[src/hdl/bplp_pkg.sv]
package bplp_pkg;

    localparam int unsigned CFG_COUNT   = 8;
    localparam int unsigned CFG_IDX_W   = 3;
    localparam int unsigned PADDR_W     = CFG_IDX_W + 2;

    // Fixed widths of the fields and counters.
    localparam int unsigned DEB_W       = 8;
    localparam int unsigned REL_W       = 8;
    localparam int unsigned HOLD_W      = 10;
    localparam int unsigned PROG_W      = 10;
    localparam int unsigned TOG_W       = 3;

    localparam logic [PROG_W-1:0] SIGNAL_PERIOD  = 10'd100;
    localparam logic [TOG_W-1:0]  SIGNAL_TOGGLES = 3'd5;

    typedef enum logic [1:0] {
        CMD_TICK  = 2'd0,
        CMD_EDGE  = 2'd1,
        CMD_PICK  = 2'd2,
        CMD_CLEAR = 2'd3
    } cmd_t;

    typedef enum logic [2:0] {
        PAT_OFF     = 3'd0,
        PAT_GLOW    = 3'd1,
        PAT_STARTUP = 3'd2,
        PAT_SHORT   = 3'd3,
        PAT_FAST    = 3'd4,
        PAT_SLOW    = 3'd5,
        PAT_SIGNAL  = 3'd6
    } pattern_t;

    typedef enum logic [1:0] {
        EV_NONE   = 2'd0,
        EV_NORMAL = 2'd1,
        EV_LONG   = 2'd2
    } event_t;

    typedef enum logic [CFG_IDX_W-1:0] {
        REG_DETECT_ENABLE  = 3'd0,
        REG_DEBOUNCE_TICKS = 3'd1,
        REG_LONG_PRESS     = 3'd2,
        REG_RELEASE_TMO    = 3'd3,
        REG_SLOW_PERIOD    = 3'd4,
        REG_FAST_PERIOD    = 3'd5,
        REG_STARTUP_DUR    = 3'd6,
        REG_SHORT_DUR      = 3'd7
    } reg_idx_t;

    typedef struct packed {
        logic              detect_enable;
        logic [DEB_W-1:0]  debounce_ticks;
        logic [HOLD_W-1:0] long_press_ticks;
        logic [REL_W-1:0]  release_timeout_ticks;
        logic [PROG_W-1:0] slow_blink_period;
        logic [PROG_W-1:0] fast_blink_period;
        logic [PROG_W-1:0] startup_duration;
        logic [PROG_W-1:0] short_blink_duration;
    } cfg_t;

    localparam cfg_t CFG_RESET = '{
        detect_enable:         1'b1,
        debounce_ticks:        8'd2,
        long_press_ticks:      10'd500,
        release_timeout_ticks: 8'd100,
        slow_blink_period:     10'd80,
        fast_blink_period:     10'd20,
        startup_duration:      10'd300,
        short_blink_duration:  10'd10
    };

    // Saturating increments; each counter stops at its all-ones value.
    function automatic logic [7:0] sat_inc8(input logic [7:0] v);
        return (v == 8'hFF) ? v : v + 8'd1;
    endfunction

    function automatic logic [9:0] sat_inc10(input logic [9:0] v);
        return (v == 10'h3FF) ? v : v + 10'd1;
    endfunction

    function automatic logic [2:0] sat_inc3(input logic [2:0] v);
        return (v == 3'h7) ? v : v + 3'd1;
    endfunction

endpackage

[src/hdl/bplp_cfg.sv]
module bplp_cfg (
    input  logic                         aclk,
    input  logic                         aresetn,
    input  logic                         psel,
    input  logic                         penable,
    input  logic                         pwrite,
    input  logic [bplp_pkg::PADDR_W-1:0] paddr,
    input  logic [31:0]                  pwdata,
    output logic [31:0]                  prdata,
    output logic                         pready,
    output bplp_pkg::cfg_t               cfg
);

    bplp_pkg::cfg_t     cfg_reg;
    bplp_pkg::cfg_t     cfg_next;
    bplp_pkg::reg_idx_t idx;
    logic               wr_en;

    assign idx    = bplp_pkg::reg_idx_t'(paddr[bplp_pkg::PADDR_W-1:2]);
    assign wr_en  = psel && penable && pwrite;
    assign pready = 1'b1;
    assign cfg    = cfg_reg;

    always_comb begin
        cfg_next = cfg_reg;
        if (wr_en) begin
            case (idx)
                bplp_pkg::REG_DETECT_ENABLE:  cfg_next.detect_enable = pwdata[0];
                bplp_pkg::REG_DEBOUNCE_TICKS: cfg_next.debounce_ticks = pwdata[7:0];
                bplp_pkg::REG_LONG_PRESS:     cfg_next.long_press_ticks = pwdata[9:0];
                bplp_pkg::REG_RELEASE_TMO:    cfg_next.release_timeout_ticks = pwdata[7:0];
                bplp_pkg::REG_SLOW_PERIOD:    cfg_next.slow_blink_period = pwdata[9:0];
                bplp_pkg::REG_FAST_PERIOD:    cfg_next.fast_blink_period = pwdata[9:0];
                bplp_pkg::REG_STARTUP_DUR:    cfg_next.startup_duration = pwdata[9:0];
                bplp_pkg::REG_SHORT_DUR:      cfg_next.short_blink_duration = pwdata[9:0];
                default:                      cfg_next = cfg_reg;
            endcase
        end
    end

    always_ff @(posedge aclk) begin
        if (!aresetn) begin
            cfg_reg <= bplp_pkg::CFG_RESET;
        end else begin
            cfg_reg <= cfg_next;
        end
    end

    always_comb begin
        case (idx)
            bplp_pkg::REG_DETECT_ENABLE:  prdata = {31'd0, cfg_reg.detect_enable};
            bplp_pkg::REG_DEBOUNCE_TICKS: prdata = {24'd0, cfg_reg.debounce_ticks};
            bplp_pkg::REG_LONG_PRESS:     prdata = {22'd0, cfg_reg.long_press_ticks};
            bplp_pkg::REG_RELEASE_TMO:    prdata = {24'd0, cfg_reg.release_timeout_ticks};
            bplp_pkg::REG_SLOW_PERIOD:    prdata = {22'd0, cfg_reg.slow_blink_period};
            bplp_pkg::REG_FAST_PERIOD:    prdata = {22'd0, cfg_reg.fast_blink_period};
            bplp_pkg::REG_STARTUP_DUR:    prdata = {22'd0, cfg_reg.startup_duration};
            bplp_pkg::REG_SHORT_DUR:      prdata = {22'd0, cfg_reg.short_blink_duration};
            default:                      prdata = 32'd0;
        endcase
    end

endmodule

[src/hdl/bplp_core.sv]
module bplp_core (
    input  logic           aclk,
    input  logic           aresetn,
    input  logic           fire,
    input  logic [1:0]     cmd,
    input  logic           button_level,
    input  logic [2:0]     pattern,
    input  bplp_pkg::cfg_t cfg,
    output logic [1:0]     button_event,
    output logic           led_on
);

    logic                            deb_active_reg, deb_active_next;
    logic [bplp_pkg::DEB_W-1:0]      deb_count_reg, deb_count_next;
    logic                            pending_reg, pending_next;
    logic [bplp_pkg::REL_W-1:0]      rel_count_reg, rel_count_next;
    logic [bplp_pkg::HOLD_W-1:0]     hold_count_reg, hold_count_next;
    bplp_pkg::pattern_t              mode_reg, mode_next;
    logic [bplp_pkg::PROG_W-1:0]     progress_reg, progress_next;
    logic [bplp_pkg::TOG_W-1:0]      toggles_reg, toggles_next;
    logic                            led_reg, led_next;
    bplp_pkg::event_t                ev;
    bplp_pkg::pattern_t              pick;
    logic [bplp_pkg::PROG_W-1:0]     prog_inc;
    logic [bplp_pkg::TOG_W-1:0]      tog_inc;
    logic [bplp_pkg::PROG_W-1:0]     limit;

    assign pick     = bplp_pkg::pattern_t'(pattern);
    assign prog_inc = bplp_pkg::sat_inc10(progress_reg);
    assign tog_inc  = bplp_pkg::sat_inc3(toggles_reg);

    // Period or duration that the current pattern counts toward.
    always_comb begin
        case (mode_reg)
            bplp_pkg::PAT_SLOW:    limit = cfg.slow_blink_period;
            bplp_pkg::PAT_FAST:    limit = cfg.fast_blink_period;
            bplp_pkg::PAT_STARTUP: limit = cfg.startup_duration;
            bplp_pkg::PAT_SHORT:   limit = cfg.short_blink_duration;
            default:               limit = bplp_pkg::SIGNAL_PERIOD;
        endcase
    end

    always_comb begin
        deb_active_next = deb_active_reg;
        deb_count_next  = deb_count_reg;
        pending_next    = pending_reg;
        rel_count_next  = rel_count_reg;
        hold_count_next = hold_count_reg;
        mode_next       = mode_reg;
        progress_next   = progress_reg;
        toggles_next    = toggles_reg;
        led_next        = led_reg;
        ev              = bplp_pkg::EV_NONE;

        case (bplp_pkg::cmd_t'(cmd))
            bplp_pkg::CMD_TICK: begin
                if (deb_active_reg) begin
                    deb_count_next = bplp_pkg::sat_inc8(deb_count_reg);
                    if (deb_count_next >= cfg.debounce_ticks) begin
                        deb_active_next = 1'b0;
                    end
                end

                if (pending_reg) begin
                    if (!button_level) begin
                        hold_count_next = bplp_pkg::sat_inc10(hold_count_reg);
                        if (hold_count_next >= cfg.long_press_ticks) begin
                            ev              = bplp_pkg::EV_LONG;
                            pending_next    = 1'b0;
                            rel_count_next  = '0;
                            hold_count_next = '0;
                        end
                    end else begin
                        rel_count_next = bplp_pkg::sat_inc8(rel_count_reg);
                        if (rel_count_next >= cfg.release_timeout_ticks) begin
                            ev              = bplp_pkg::EV_NORMAL;
                            pending_next    = 1'b0;
                            rel_count_next  = '0;
                            hold_count_next = '0;
                        end
                    end
                end

                case (mode_reg)
                    bplp_pkg::PAT_SLOW, bplp_pkg::PAT_FAST: begin
                        progress_next = prog_inc;
                        if (prog_inc >= limit) begin
                            led_next      = ~led_reg;
                            progress_next = '0;
                        end
                    end
                    bplp_pkg::PAT_STARTUP, bplp_pkg::PAT_SHORT: begin
                        progress_next = prog_inc;
                        if (prog_inc >= limit) begin
                            mode_next     = bplp_pkg::PAT_OFF;
                            progress_next = '0;
                            toggles_next  = '0;
                        end
                    end
                    bplp_pkg::PAT_SIGNAL: begin
                        progress_next = prog_inc;
                        if (prog_inc >= limit) begin
                            led_next      = ~led_reg;
                            progress_next = '0;
                            toggles_next  = tog_inc;
                            if (tog_inc >= bplp_pkg::SIGNAL_TOGGLES) begin
                                mode_next    = bplp_pkg::PAT_OFF;
                                toggles_next = '0;
                            end
                        end
                    end
                    default: begin
                        progress_next = progress_reg;
                    end
                endcase

                if (mode_next == bplp_pkg::PAT_OFF && button_level) begin
                    led_next = 1'b0;
                end
            end

            bplp_pkg::CMD_EDGE: begin
                if (cfg.detect_enable && !deb_active_reg) begin
                    if (!button_level) begin
                        led_next       = 1'b1;
                        pending_next   = 1'b1;
                        rel_count_next = '0;
                    end else begin
                        led_next        = 1'b0;
                        hold_count_next = '0;
                    end
                    deb_active_next = 1'b1;
                    deb_count_next  = '0;
                end
            end

            bplp_pkg::CMD_PICK: begin
                if (pattern != 3'd7) begin
                    mode_next     = pick;
                    progress_next = '0;
                    toggles_next  = '0;
                    if (pick inside {bplp_pkg::PAT_GLOW, bplp_pkg::PAT_STARTUP,
                                     bplp_pkg::PAT_SHORT}) begin
                        led_next = 1'b1;
                    end
                end
            end

            default: begin
                pending_next    = 1'b0;
                rel_count_next  = '0;
                hold_count_next = '0;
            end
        endcase
    end

    assign button_event = ev;
    assign led_on       = led_next;

    always_ff @(posedge aclk) begin
        if (!aresetn) begin
            deb_active_reg <= 1'b0;
            deb_count_reg  <= '0;
            pending_reg    <= 1'b0;
            rel_count_reg  <= '0;
            hold_count_reg <= '0;
            mode_reg       <= bplp_pkg::PAT_OFF;
            progress_reg   <= '0;
            toggles_reg    <= '0;
            led_reg        <= 1'b0;
        end else if (fire) begin
            deb_active_reg <= deb_active_next;
            deb_count_reg  <= deb_count_next;
            pending_reg    <= pending_next;
            rel_count_reg  <= rel_count_next;
            hold_count_reg <= hold_count_next;
            mode_reg       <= mode_next;
            progress_reg   <= progress_next;
            toggles_reg    <= toggles_next;
            led_reg        <= led_next;
        end
    end

endmodule

[src/hdl/button_press_and_led_pattern_top.sv]
// Button press classifier and status LED pattern generator. Each input transfer
// carries one command: a tick, a debounced pin-change sample of the active-low
// button, a pattern pick, or a clear of the press counters. Every input transfer
// yields exactly one result transfer holding the press event reported by that
// item (none, normal press, long press) and the LED level after it. The block
// takes one transfer per clock cycle when the result side keeps up; a result is
// offered on m_valid once its item has passed the input register and then the
// result register, which bracket the single pass of next-state logic. When the
// result side stalls, the two registers hold two items before s_ready drops.
// Configuration registers sit on an APB-style port at byte offsets 4*i and
// should only be written while no transfer is in flight.
module button_press_and_led_pattern_top (
    input  logic                         aclk,
    input  logic                         aresetn,

    // Input channel.
    input  logic                         s_valid,
    output logic                         s_ready,
    input  logic [1:0]                   s_cmd,
    input  logic                         s_button_level,
    input  logic [2:0]                   s_pattern,

    // Result channel.
    output logic                         m_valid,
    input  logic                         m_ready,
    output logic [1:0]                   m_button_event,
    output logic                         m_led_on,

    // Configuration port.
    input  logic                         psel,
    input  logic                         penable,
    input  logic                         pwrite,
    input  logic [bplp_pkg::PADDR_W-1:0] paddr,
    input  logic [31:0]                  pwdata,
    output logic [31:0]                  prdata,
    output logic                         pready
);

    bplp_pkg::cfg_t cfg;

    // Input register.
    logic       in_valid_reg;
    logic [1:0] in_cmd_reg;
    logic       in_level_reg;
    logic [2:0] in_pattern_reg;

    // Result register.
    logic       out_valid_reg;
    logic [1:0] out_event_reg;
    logic       out_led_reg;

    logic       out_free;
    logic       fire;
    logic [1:0] core_event;
    logic       core_led;

    // The result register can take a new value when it is empty or being
    // drained this cycle; the input register moves forward whenever it can.
    assign out_free = !out_valid_reg || m_ready;
    assign fire     = in_valid_reg && out_free;
    assign s_ready  = !in_valid_reg || out_free;

    always_ff @(posedge aclk) begin
        if (!aresetn) begin
            in_valid_reg <= 1'b0;
        end else if (s_ready) begin
            in_valid_reg <= s_valid;
        end
    end

    always_ff @(posedge aclk) begin
        if (s_ready && s_valid) begin
            in_cmd_reg     <= s_cmd;
            in_level_reg   <= s_button_level;
            in_pattern_reg <= s_pattern;
        end
    end

    bplp_cfg u_cfg (
        .aclk    (aclk),
        .aresetn (aresetn),
        .psel    (psel),
        .penable (penable),
        .pwrite  (pwrite),
        .paddr   (paddr),
        .pwdata  (pwdata),
        .prdata  (prdata),
        .pready  (pready),
        .cfg     (cfg)
    );

    // All pattern and press state lives in the core and advances on the edge that moves the
    // item into the result register, so the next item sees it at once.
    bplp_core u_core (
        .aclk         (aclk),
        .aresetn      (aresetn),
        .fire         (fire),
        .cmd          (in_cmd_reg),
        .button_level (in_level_reg),
        .pattern      (in_pattern_reg),
        .cfg          (cfg),
        .button_event (core_event),
        .led_on       (core_led)
    );

    always_ff @(posedge aclk) begin
        if (!aresetn) begin
            out_valid_reg <= 1'b0;
        end else if (out_free) begin
            out_valid_reg <= in_valid_reg;
        end
    end

    always_ff @(posedge aclk) begin
        if (fire) begin
            out_event_reg <= core_event;
            out_led_reg   <= core_led;
        end
    end

    assign m_valid        = out_valid_reg;
    assign m_button_event = out_event_reg;
    assign m_led_on       = out_led_reg;

endmodule
[config.mk]
export PLATFORM = sky130hd
export DESIGN_NAME = button_press_and_led_pattern_top
export DESIGN_NICKNAME = d
export VERILOG_FILES = /design/src/hdl/bplp_pkg.sv /design/src/hdl/bplp_cfg.sv /design/src/hdl/bplp_core.sv /design/src/hdl/button_press_and_led_pattern_top.sv
export SDC_FILE = /design/constraint.sdc
export NUM_CORES = 1
export LEC_CHECK = 0
export ABC_AREA = 1
export BUFFER_PORTS_ARGS = -buffer_cell sky130_fd_sc_hd__buf_2
export CAP_MARGIN = 20
export CORE_UTILIZATION = 50
export DETAILED_ROUTE_END_ITERATION = 16
export PLACE_DENSITY = 0.7
export SLEW_MARGIN = 10
export SYNTH_ARGS = -nofsm -noshare
export SYNTH_HDL_FRONTEND = slang
export SYNTH_SLANG_ARGS = --single-unit
[constraint.sdc]
create_clock -name aclk -period 3.6 [get_ports aclk]
set_input_delay 0.36 -clock aclk [delete_from_list [all_inputs] [get_ports aclk]]
set_output_delay 0.36 -clock aclk [all_outputs]
set_load 0.005 [all_outputs]
==> flow_metrics.py, run 1 <==
metrics = {
    "routing": {
        "drtIter0Drc": 697,
        "antenna_left": 0,
        "wl_um": 19100,
        "drc": 0,
        "via_per_inst": 5.57,
        "wl_per_cell_um": 15.7,
        "num_vias": 6765,
        "drt_pass1_iterations": 5,
    },
    "critical_path": {
        "cp_common_cell": "nand2_1",
        "critPathCaptureType": "register",
        "path_max_fanout": 7,
        "cp.arrival_ps": 3450,
        "start_kind": "register",
        "required_ps": 3770,
        "worstPathCellList": "inv_1 -> nor2_1 -> inv_1 -> nor2_1 -> inv_1 -> o22ai_1 -> nor3_1 -> ha_1 -> nand2_1 -> inv_1 -> nand2_1 -> nand2_1 -> nand2_1 -> nand3_1 -> nand2_1 -> o21ai_0 -> nand3_1 -> nand2_1 -> nand3_1",
        "cpPeakStageDelay_ps": 410,
        "path_class": "register to register",
        "crit_path_top_delay_cell": "dfxtp_1",
    },
    "clock_tree": {
        "cts_sinks": 123,
        "clockBufferDepth": 2,
        "clk_pin_slew_worst_paths_ps": 60,
        "ctsRootBufferMaster": "clkbuf_16",
        "postCtsHoldBufs": 0,
        "numCtsBuffers": 17,
        "h-tree-depth": 4,
        "post_cts_buffers": 0,
        "cts_tree": "yes",
        "clk_latency_ps": 440,
    },
    "yosys": {
        "ys_types": 54,
        "yosys_warnings": 0,
        "synth-seq-area-share_pct": 35.1,
        "synthAdderAreaFrac_pct": 7.05,
        "synth_seq_cells": 123,
        "ys.flop_type": "dfxtp_1",
        "netlist_instances": 980,
        "synthArstFlopShare_pct": 0,
        "avgSynthCellArea_um2": 7.43,
        "synth-edff-count": 9,
        "synth_compound_area_share_pct": 20.0,
        "synth_top_family_by_area": "simple AND/OR/NAND/NOR gates",
        "synth_area_mm2": 0.00728,
        "synthSimpleGateAreaFrac_pct": 23.9,
        "synth-xor-area-share_pct": 3.11,
        "synth_mux_area_share_pct": 0.584,
    },
    "flow_run": {
        "max-cap-violations": 0,
    },
    "floorplan": {
        "ios": 88,
        "die_h_um": 123,
        "core_area_mm2": 0.0140,
        "die_w_um": 123,
        "start_util_pct": 51.8,
        "dieArea_mm2": 0.0150,
        "num_rows": 43,
    },
    "placed_design": {
        "place_congestion": 0.880,
        "dp_cells": 1183,
        "place.port_buffers": 40,
        "hpwlAfterDp_um": 13600,
        "pre_cts_ws_ps": 364,
    },
    "timing": {
        "setup_slack_ps": 320,
        "setup_viol": 0,
        "fin_crit_ps": 3280,
        "fmax_mhz": 305,
        "rsz0062_at_grt": "no",
        "finalSetupTns_ps": 0,
        "skew_ps": 11.6,
        "finalMaxSlewViolations": 0,
        "min_period_over_period_pct": 91.1,
        "maxSlewHeadroom_pct": 38.5,
        "worst_slew_pin_slew_ps": 921,
        "hold_violations": 0,
    },
    "global_routing": {
        "grt_pass1_wl_um": 30800,
        "grt_max_degree": 69,
        "grt_pass1_vias": 6164,
        "grt_overflow": 0,
        "antenna_found_initial": 0,
        "gr-usage-all-layers_pct": 27.1,
    },
    "power": {
        "p_leak_nw": 3.49,
        "total_power_mw": 3.34,
        "ir_worst_vdd_uv": 323,
        "powerDensity_mw_per_mm2": 411,
    },
    "layout": {
        "num-nets-final": 1113,
        "antenna_cells": 0,
        "drive_gt1_share_pct": 13.0,
        "multi_input_area_mm2": 0.00407,
        "nFillCells": 1348,
        "largest_register_ffs": 67,
        "final_cell_count_no_fill": 1215,
        "seqCellArea_mm2": 0.00255,
        "syn2layout_area_growth_pct": 11.5,
    },
    "status": {
        "status": "finished, final reports clean",
    },
    "hold_path": {
        "hold_class": "primary input to register",
    },
}
[layout make-up]
class	count	share of cell area (%)
Sequential cell	123	31.4
Timing Repair Buffer	47	3.11
Inverter	119	5.60
Multi-Input combinational cell	714	50.1
Tap cell	180	2.77
Clock buffer	22	5.84
Clock inverter	10	1.13
[per-layer routing]
metal  track usage, %  vias to the layer above  wire, um
li1                 -                     3373         -
met1             37.2                     3103      8800
met2             40.2                      248      8380
met3             6.37                       41      1410
met4             11.8                        0       493
met5                0                        -         0
[layout by cell type, fill, tap and decap left out, types with 5 or more instances in the layout]
cell type	n
a21oi_1	99
a221oi_1	11
a22oi_1	12
buf_2	40
buf_4	7
clkbuf_16	17
conb_1	23
dfxtp_1	114
edfxtp_1	9
ha_1	41
inv_1	103
inv_2	13
nand2_1	168
nand2_2	7
nand3_1	41
nand4_1	18
nor2_1	97
nor2_2	9
nor2_4	6
nor3_1	14
nor3_4	5
o2111ai_1	9
o211ai_1	15
o21ai_0	70
o22ai_1	10
xnor2_1	13
xor2_1	11
[cells in the mapped netlist (2+ instances only)]
| master | count | area (um^2) |
|---|---|---|
| nand2_1 | 168 | 631 |
| dfxtp_1 | 114 | 2280 |
| inv_1 | 103 | 387 |
| a21oi_1 | 99 | 495 |
| nor2_1 | 97 | 364 |
| o21ai_0 | 70 | 350 |
| ha_1 | 41 | 513 |
| nand3_1 | 41 | 205 |
| buf_4 | 27 | 203 |
| nand4_1 | 18 | 113 |
| o211ai_1 | 15 | 113 |
| nor3_1 | 14 | 70.1 |
| inv_2 | 13 | 48.8 |
| xnor2_1 | 13 | 114 |
| a22oi_1 | 12 | 90.1 |
| a221oi_1 | 11 | 96.3 |
| xor2_1 | 11 | 96.3 |
| clkbuf_1 | 10 | 37.5 |
| o22ai_1 | 10 | 62.6 |
| edfxtp_1 | 9 | 270 |
| nor2_2 | 9 | 56.3 |
| o2111ai_1 | 9 | 78.8 |
| nand2_2 | 7 | 43.8 |
| nor2_4 | 6 | 67.6 |
| buf_2 | 5 | 25.0 |
| nor3_4 | 5 | 81.3 |
| a21oi_2 | 3 | 26.3 |
| o21a_1 | 3 | 22.5 |
| a2111oi_0 | 2 | 17.5 |
| a21o_1 | 2 | 15.0 |
| a22o_1 | 2 | 17.5 |
| conb_1 | 2 | 7.51 |
| mux2_2 | 2 | 22.5 |
| mux2i_1 | 2 | 20.0 |
| nand3_2 | 2 | 20.0 |
| nor3_2 | 2 | 20.0 |
| nor4_1 | 2 | 12.5 |
| o211a_1 | 2 | 20.0 |
| o21ai_2 | 2 | 17.5 |
[worst max-delay path: cells and delay by family (launching register included)]
kind / cells / cell delay (ps)
flops: 1 / 410
compound gates: 2 / 330
simple gates: 12 / 1510
buf+inv: 4 / 420
fa+ha+maj: 1 / 340
[what timing repair did]
item,CTS,global route
endpoints found under the setup margin,0,1
resized for setup,0,2
endpoints found under the hold margin,0,0
[kinds of logic (layout without fill, tap and decap cells)]
| family | after synthesis | in the layout |
|---|---|---|
| fa+ha+maj | 41 | 41 |
| other cells | 2 | 23 |
| simple gates | 376 | 376 |
| compound gates | 245 | 245 |
| buf+inv | 164 | 198 |
| xor+xnor | 25 | 25 |
| flops | 123 | 123 |
| mux | 4 | 4 |
[power breakdown]
part	total [mW]	switching, mW	internal [mW]	leakage, nW
sequential	1.43	0.0252	1.41	1.01
combinational	0.263	0.182	0.0811	2.21
clock	1.65	0.645	1.00	0.272
[final timing paths]
kind | startpoint | end | slack, ps | depth (start not counted)
min reg2reg | u_cfg.cfg[6] | u_cfg.cfg[6] | 480 | 2
max reg2reg | u_core.mode_reg[2] | m_led_on | 320 | 19
max | u_core.mode_reg[2] | m_led_on | 320 | 19
min | s_button_level | in_level_reg | 110 | 1
[stage by stage]
step	hold slack (ps)	utilization, %	cell area (um^2)
after floorplan	444	-	7360
after global placement	460	53.8	7550
after detailed placement	469	53.8	7550
after CTS	102	57.8	8110
after global routing	99.3	57.8	8120
final	109	57.8	8120
Power figures use the tool's default switching activity.
==> run 2, diff against run 1 <==
- MAX_ROUTING_LAYER: not set -> met4
==> flow_metrics.py, run 2 (synthesis results as in run 1) <==
metrics = {
    "timing": {
        "finalMaxSlewViolations": 0,
        "rsz0062_at_grt": "no",
        "worst_slew_pin_slew_ps": 942,
        "skew_ps": 11.1,
        "hold_violations": 0,
        "fin_crit_ps": 3290,
        "setup_viol": 0,
        "maxSlewHeadroom_pct": 37.1,
        "min_period_over_period_pct": 91.5,
        "finalSetupTns_ps": 0,
        "fmax_mhz": 304,
        "setup_slack_ps": 307,
    },
    "power": {
        "pwr-share-clk_pct": 49.2,
        "pwr-share-seq_pct": 42.9,
        "total_power_mw": 3.33,
        "p_sw_share_pct": 25.4,
        "intPower_mw": 2.49,
        "switching_power_mw": 0.848,
        "p_comb_share_pct": 7.9,
        "powerDensity_mw_per_mm2": 411,
        "ir_worst_vdd_uv": 318,
        "p_leak_nw": 3.49,
    },
    "global_routing": {
        "grt_max_degree": 69,
        "grt_pass1_wl_um": 30800,
        "grt_overflow": 0,
        "grt_pass1_vias": 6158,
        "gr-usage-all-layers_pct": 27.9,
        "antenna_found_initial": 0,
    },
    "routing": {
        "drt_pass1_iterations": 5,
        "drtIter0Drc": 789,
        "wl_per_cell_um": 15.7,
        "via_per_inst": 5.57,
        "drc": 0,
        "num_vias": 6762,
        "wl_um": 19100,
        "antenna_left": 0,
    },
    "placed_design": {
        "postPlaceCellArea_mm2": 0.00755,
        "hpwlAfterDp_um": 13600,
        "place_congestion": 0.894,
        "place.port_buffers": 40,
        "pre_cts_ws_ps": 364,
    },
    "clock_tree": {
        "clk_latency_ps": 430,
        "numCtsBuffers": 17,
        "clockBufferDepth": 2,
        "h-tree-depth": 4,
        "clk_pin_slew_worst_paths_ps": 60,
        "post_cts_buffers": 0,
        "cts_tree": "yes",
        "ctsRootBufferMaster": "clkbuf_16",
        "cts_sinks": 123,
    },
    "layout": {
        "antenna_cells": 0,
        "num-nets-final": 1113,
        "drive_gt1_share_pct": 13.0,
        "seqCellArea_mm2": 0.00255,
        "syn2layout_area_growth_pct": 11.5,
        "final_area_mm2": 0.00812,
        "mostFrequentLayoutCell": "nand2_1",
        "largest_register_ffs": 67,
        "final_util_pct": 57.8,
        "nFillCells": 1348,
        "multi_input_area_mm2": 0.00407,
        "layout_common_cells": "168 x nand2_1, 114 x dfxtp_1, 103 x inv_1, 99 x a21oi_1, 97 x nor2_1",
    },
    "critical_path": {
        "cp.arrival_ps": 3460,
        "critPathCaptureType": "register",
        "start_kind": "register",
        "required_ps": 3770,
        "path_class": "register to register",
        "path_max_fanout": 7,
    },
    "floorplan": {
        "dieArea_mm2": 0.0150,
        "die_h_um": 123,
        "num_rows": 43,
        "core_area_mm2": 0.0140,
        "start_util_pct": 51.8,
        "die_w_um": 123,
        "ios": 88,
    },
    "hold_path": {
        "hold_class": "primary input to register",
    },
    "status": {
        "status": "finished, final reports clean",
    },
    "flow_run": {
        "max-cap-violations": 0,
    },
}
run 2: cell counts in the layout (fill, tap and decap cells not counted):
No cell type changed its count.
run 2: critical path, stage by stage, from the launching register on:
cell and delay (ps):
dfxtp_1 410, inv_1 100, nor2_1 260, inv_1 100, nor2_1 190, inv_1 160, o22ai_1 190, nor3_1 120
ha_1 340, nand2_1 70, inv_1 50, nand2_1 50, nand2_1 50, nand2_1 40, nand3_1 310, nand2_1 160
o21ai_0 140, nand3_1 110, nand2_1 90, nand3_1 80
run 2: path summary, 6_finish.rpt:
check | start | to | slack, ps | cells after the start
max | u_core.mode_reg[2] | m_led_on | 310 | 19
min | s_button_level | in_level_reg | 110 | 1
min reg2reg | u_cfg.cfg[6] | u_cfg.cfg[6] | 480 | 2
max reg2reg | u_core.mode_reg[2] | m_led_on | 310 | 19
run 2: power groups by stage:
stage | clock network [mW] | registers, mW | logic [mW]
3_5_place_dp | 0 | 1.46 | 0.258
3_3_place_gp | 0 | 1.46 | 0.255
4_1_cts | 1.66 | 1.43 | 0.260
5_1_grt | 1.72 | 1.43 | 0.295
2_1_floorplan | 0 | 1.45 | 0.190
6_report | 1.64 | 1.43 | 0.263
run 2: layout make-up:
class / instances / area share (%)
clock inverters: 10 / 1.13
repair buffers: 47 / 3.11
flip-flops and latches: 123 / 31.4
clock buffers: 22 / 5.84
inverters: 119 / 5.60
well taps: 180 / 2.77
multi-input cells: 714 / 50.1
run 2: routing by layer:
layer / global-route usage, % / up-vias / part of all wire [%]
li1: - / 3378 / -
met1: 37.1 / 3105 / 46
met2: 40.3 / 234 / 44
met3: 6.37 / 45 / 7.2
met4: 11.8 / 0 / 2.4
met5: - / - / 0
run 2: stage by stage:
step	hold slack, ps	cells
after CTS	102	1215
after global routing	99.5	1215
final	111	1215
after global placement	460	1183
after floorplan	444	1001
after detailed placement	469	1183
run 2: what timing repair did:
action	in CTS	in global routing
resized for setup	0	2
endpoints found under the setup margin	0	1
endpoints found under the hold margin	0	0
hold buffers	0	0
==> run 3, diff against run 2 <==
- PLACE_DENSITY: 0.7 -> 0.76
==> flow_metrics.py, run 3 (synthesis results as in run 1) <==
metrics = {
    "status": {
        "status": "finished, final reports clean",
    },
    "placed_design": {
        "place_congestion": 0.925,
        "place.port_buffers": 40,
        "pre_cts_ws_ps": 326,
        "dp_cells": 1186,
        "hpwlAfterDp_um": 13400,
    },
    "timing": {
        "worst_slew_pin_slew_ps": 964,
        "rsz0062_at_grt": "no",
        "maxSlewHeadroom_pct": 35.6,
        "skew_ps": 8.49,
        "setup_viol": 0,
        "hold_violations": 0,
        "finalSetupTns_ps": 0,
        "setup_slack_ps": 242,
        "fmax_mhz": 298,
        "finalMaxSlewViolations": 0,
        "min_period_over_period_pct": 93.3,
        "fin_crit_ps": 3360,
    },
    "power": {
        "p_sw_share_pct": 23.7,
        "pwr-share-clk_pct": 50.0,
        "switching_power_mw": 0.805,
        "intPower_mw": 2.58,
        "pwr-share-seq_pct": 42.2,
        "p_leak_nw": 3.53,
        "total_power_mw": 3.39,
        "p_comb_share_pct": 7.8,
        "ir_worst_vdd_uv": 263,
        "powerDensity_mw_per_mm2": 415,
    },
    "clock_tree": {
        "h-tree-depth": 4,
        "cts_sinks": 123,
        "clk_latency_ps": 420,
        "cts_resized": 0,
        "post_cts_buffers": 0,
        "clockBufferDepth": 2,
        "postCtsHoldBufs": 0,
        "cts_tree": "yes",
        "numCtsBuffers": 17,
        "clk_pin_slew_worst_paths_ps": 50,
        "ctsRootBufferMaster": "clkbuf_16",
    },
    "layout": {
        "layout_common_cells": "168 x nand2_1, 114 x dfxtp_1, 103 x inv_1, 99 x a21oi_1, 97 x nor2_1",
        "mostFrequentLayoutCell": "nand2_1",
        "final_cell_count_no_fill": 1217,
        "drive_gt1_share_pct": 13.2,
        "num-nets-final": 1116,
        "largest_register_ffs": 67,
        "syn2layout_area_growth_pct": 12.1,
        "antenna_cells": 0,
    },
    "routing": {
        "antenna_left": 0,
        "wl_per_cell_um": 15.5,
        "drt_pass1_iterations": 7,
        "num_vias": 6785,
        "dr_wl_met2_um": 8490,
        "top_layer": "met4",
        "via_per_inst": 5.58,
        "drtIter0Drc": 745,
        "drc": 0,
        "wl_met3_um": 1340,
        "wl_um": 18800,
        "met1_length_um": 8770,
    },
    "floorplan": {
        "core_area_mm2": 0.0140,
        "dieArea_mm2": 0.0150,
        "num_rows": 43,
        "die_h_um": 123,
        "die_w_um": 123,
        "ios": 88,
        "start_util_pct": 51.8,
    },
    "global_routing": {
        "grt_pass1_vias": 5942,
        "grt_pass1_wl_um": 30200,
        "gr-usage-all-layers_pct": 27.1,
        "grt_max_degree": 69,
        "grt_overflow": 0,
        "antenna_found_initial": 0,
    },
    "critical_path": {
        "required_ps": 3760,
        "cp.arrival_ps": 3520,
        "path_max_fanout": 7,
        "path_class": "register to register",
        "critPathCaptureType": "register",
        "start_kind": "register",
        "r2r_cells": 18,
    },
    "flow_run": {
        "max-cap-violations": 0,
    },
    "hold_path": {
        "hold_depth": 1,
        "hold_class": "primary input to register",
    },
}
[run 3: cell types whose count changed in the layout (fill, tap and decap cells not counted)]
cell | previous run | this run
a2111oi_0 | 0 | 2
clkbuf_8 | 3 | 4
inv_4 | 2 | 1
clkbuf_16 | 17 | 19
clkinv_4 | 3 | 1
a2111oi_1 | 2 | 0
clkinvlp_4 | 3 | 0
clkinv_2 | 3 | 5
buf_4 | 7 | 10
[run 3: power groups by stage]
| stage | Sequential (mW) | Combinational [mW] | Clock (mW) |
|---|---|---|---|
| global placement | 1.46 | 0.255 | 0 |
| finish | 1.43 | 0.264 | 1.69 |
| detailed placement | 1.46 | 0.260 | 0 |
| floorplan | 1.45 | 0.190 | 0 |
| global route | 1.43 | 0.294 | 1.79 |
| CTS | 1.43 | 0.261 | 1.72 |
[run 3: final cells by class]
cell class / instances / area, um^2
Clock buffer: 25 / 538
Clock inverter: 6 / 55.1
Fill cell: 1313 / 5880
Inverter: 119 / 454
Multi-Input combinational cell: 714 / 4060
Sequential cell: 123 / 2550
Tap cell: 180 / 225
Timing Repair Buffer: 50 / 275
[run 3: worst paths after layout]
check | startpoint | end | slack [ps]
setup reg to reg | u_core.mode_reg[2] | m_led_on | 240
setup / recovery | u_core.mode_reg[2] | m_led_on | 240
hold reg to reg | u_cfg.cfg[19] | u_cfg.cfg[19] | 480
hold / removal | s_pattern[1] | in_pattern_reg[1] | 120
[run 3: critical path, cell delays in order (launching register included)]
cell	delay (ps)
dfxtp_1	410
inv_1	100
nor2_1	300
inv_1	110
nor2_1	200
inv_1	160
o21ai_0	170
a2111oi_0	80
buf_4	170
ha_1	260
nand2_1	40
nor2_1	120
nand3_1	100
nand3_1	300
nand2_1	150
o21ai_0	160
nand3_1	120
nand2_1	90
nand3_1	60
[run 3: through the flow]
| stage | hold WS [ps] | utilization, % | cell area, um^2 |
|---|---|---|---|
| after global routing | 114 | 58.1 | 8160 |
| after CTS | 110 | 58.1 | 8160 |
| after floorplan | 444 | - | 7360 |
| final | 125 | 58.1 | 8160 |
| after detailed placement | 465 | 53.9 | 7570 |
| after global placement | 462 | 53.9 | 7570 |
[run 3: routing by layer]
metal	up-vias	GRT usage, %
li1	3384	-
met1	3139	36.9
met2	242	40.3
met3	20	5.90
met4	0	7.77
met5	-	-
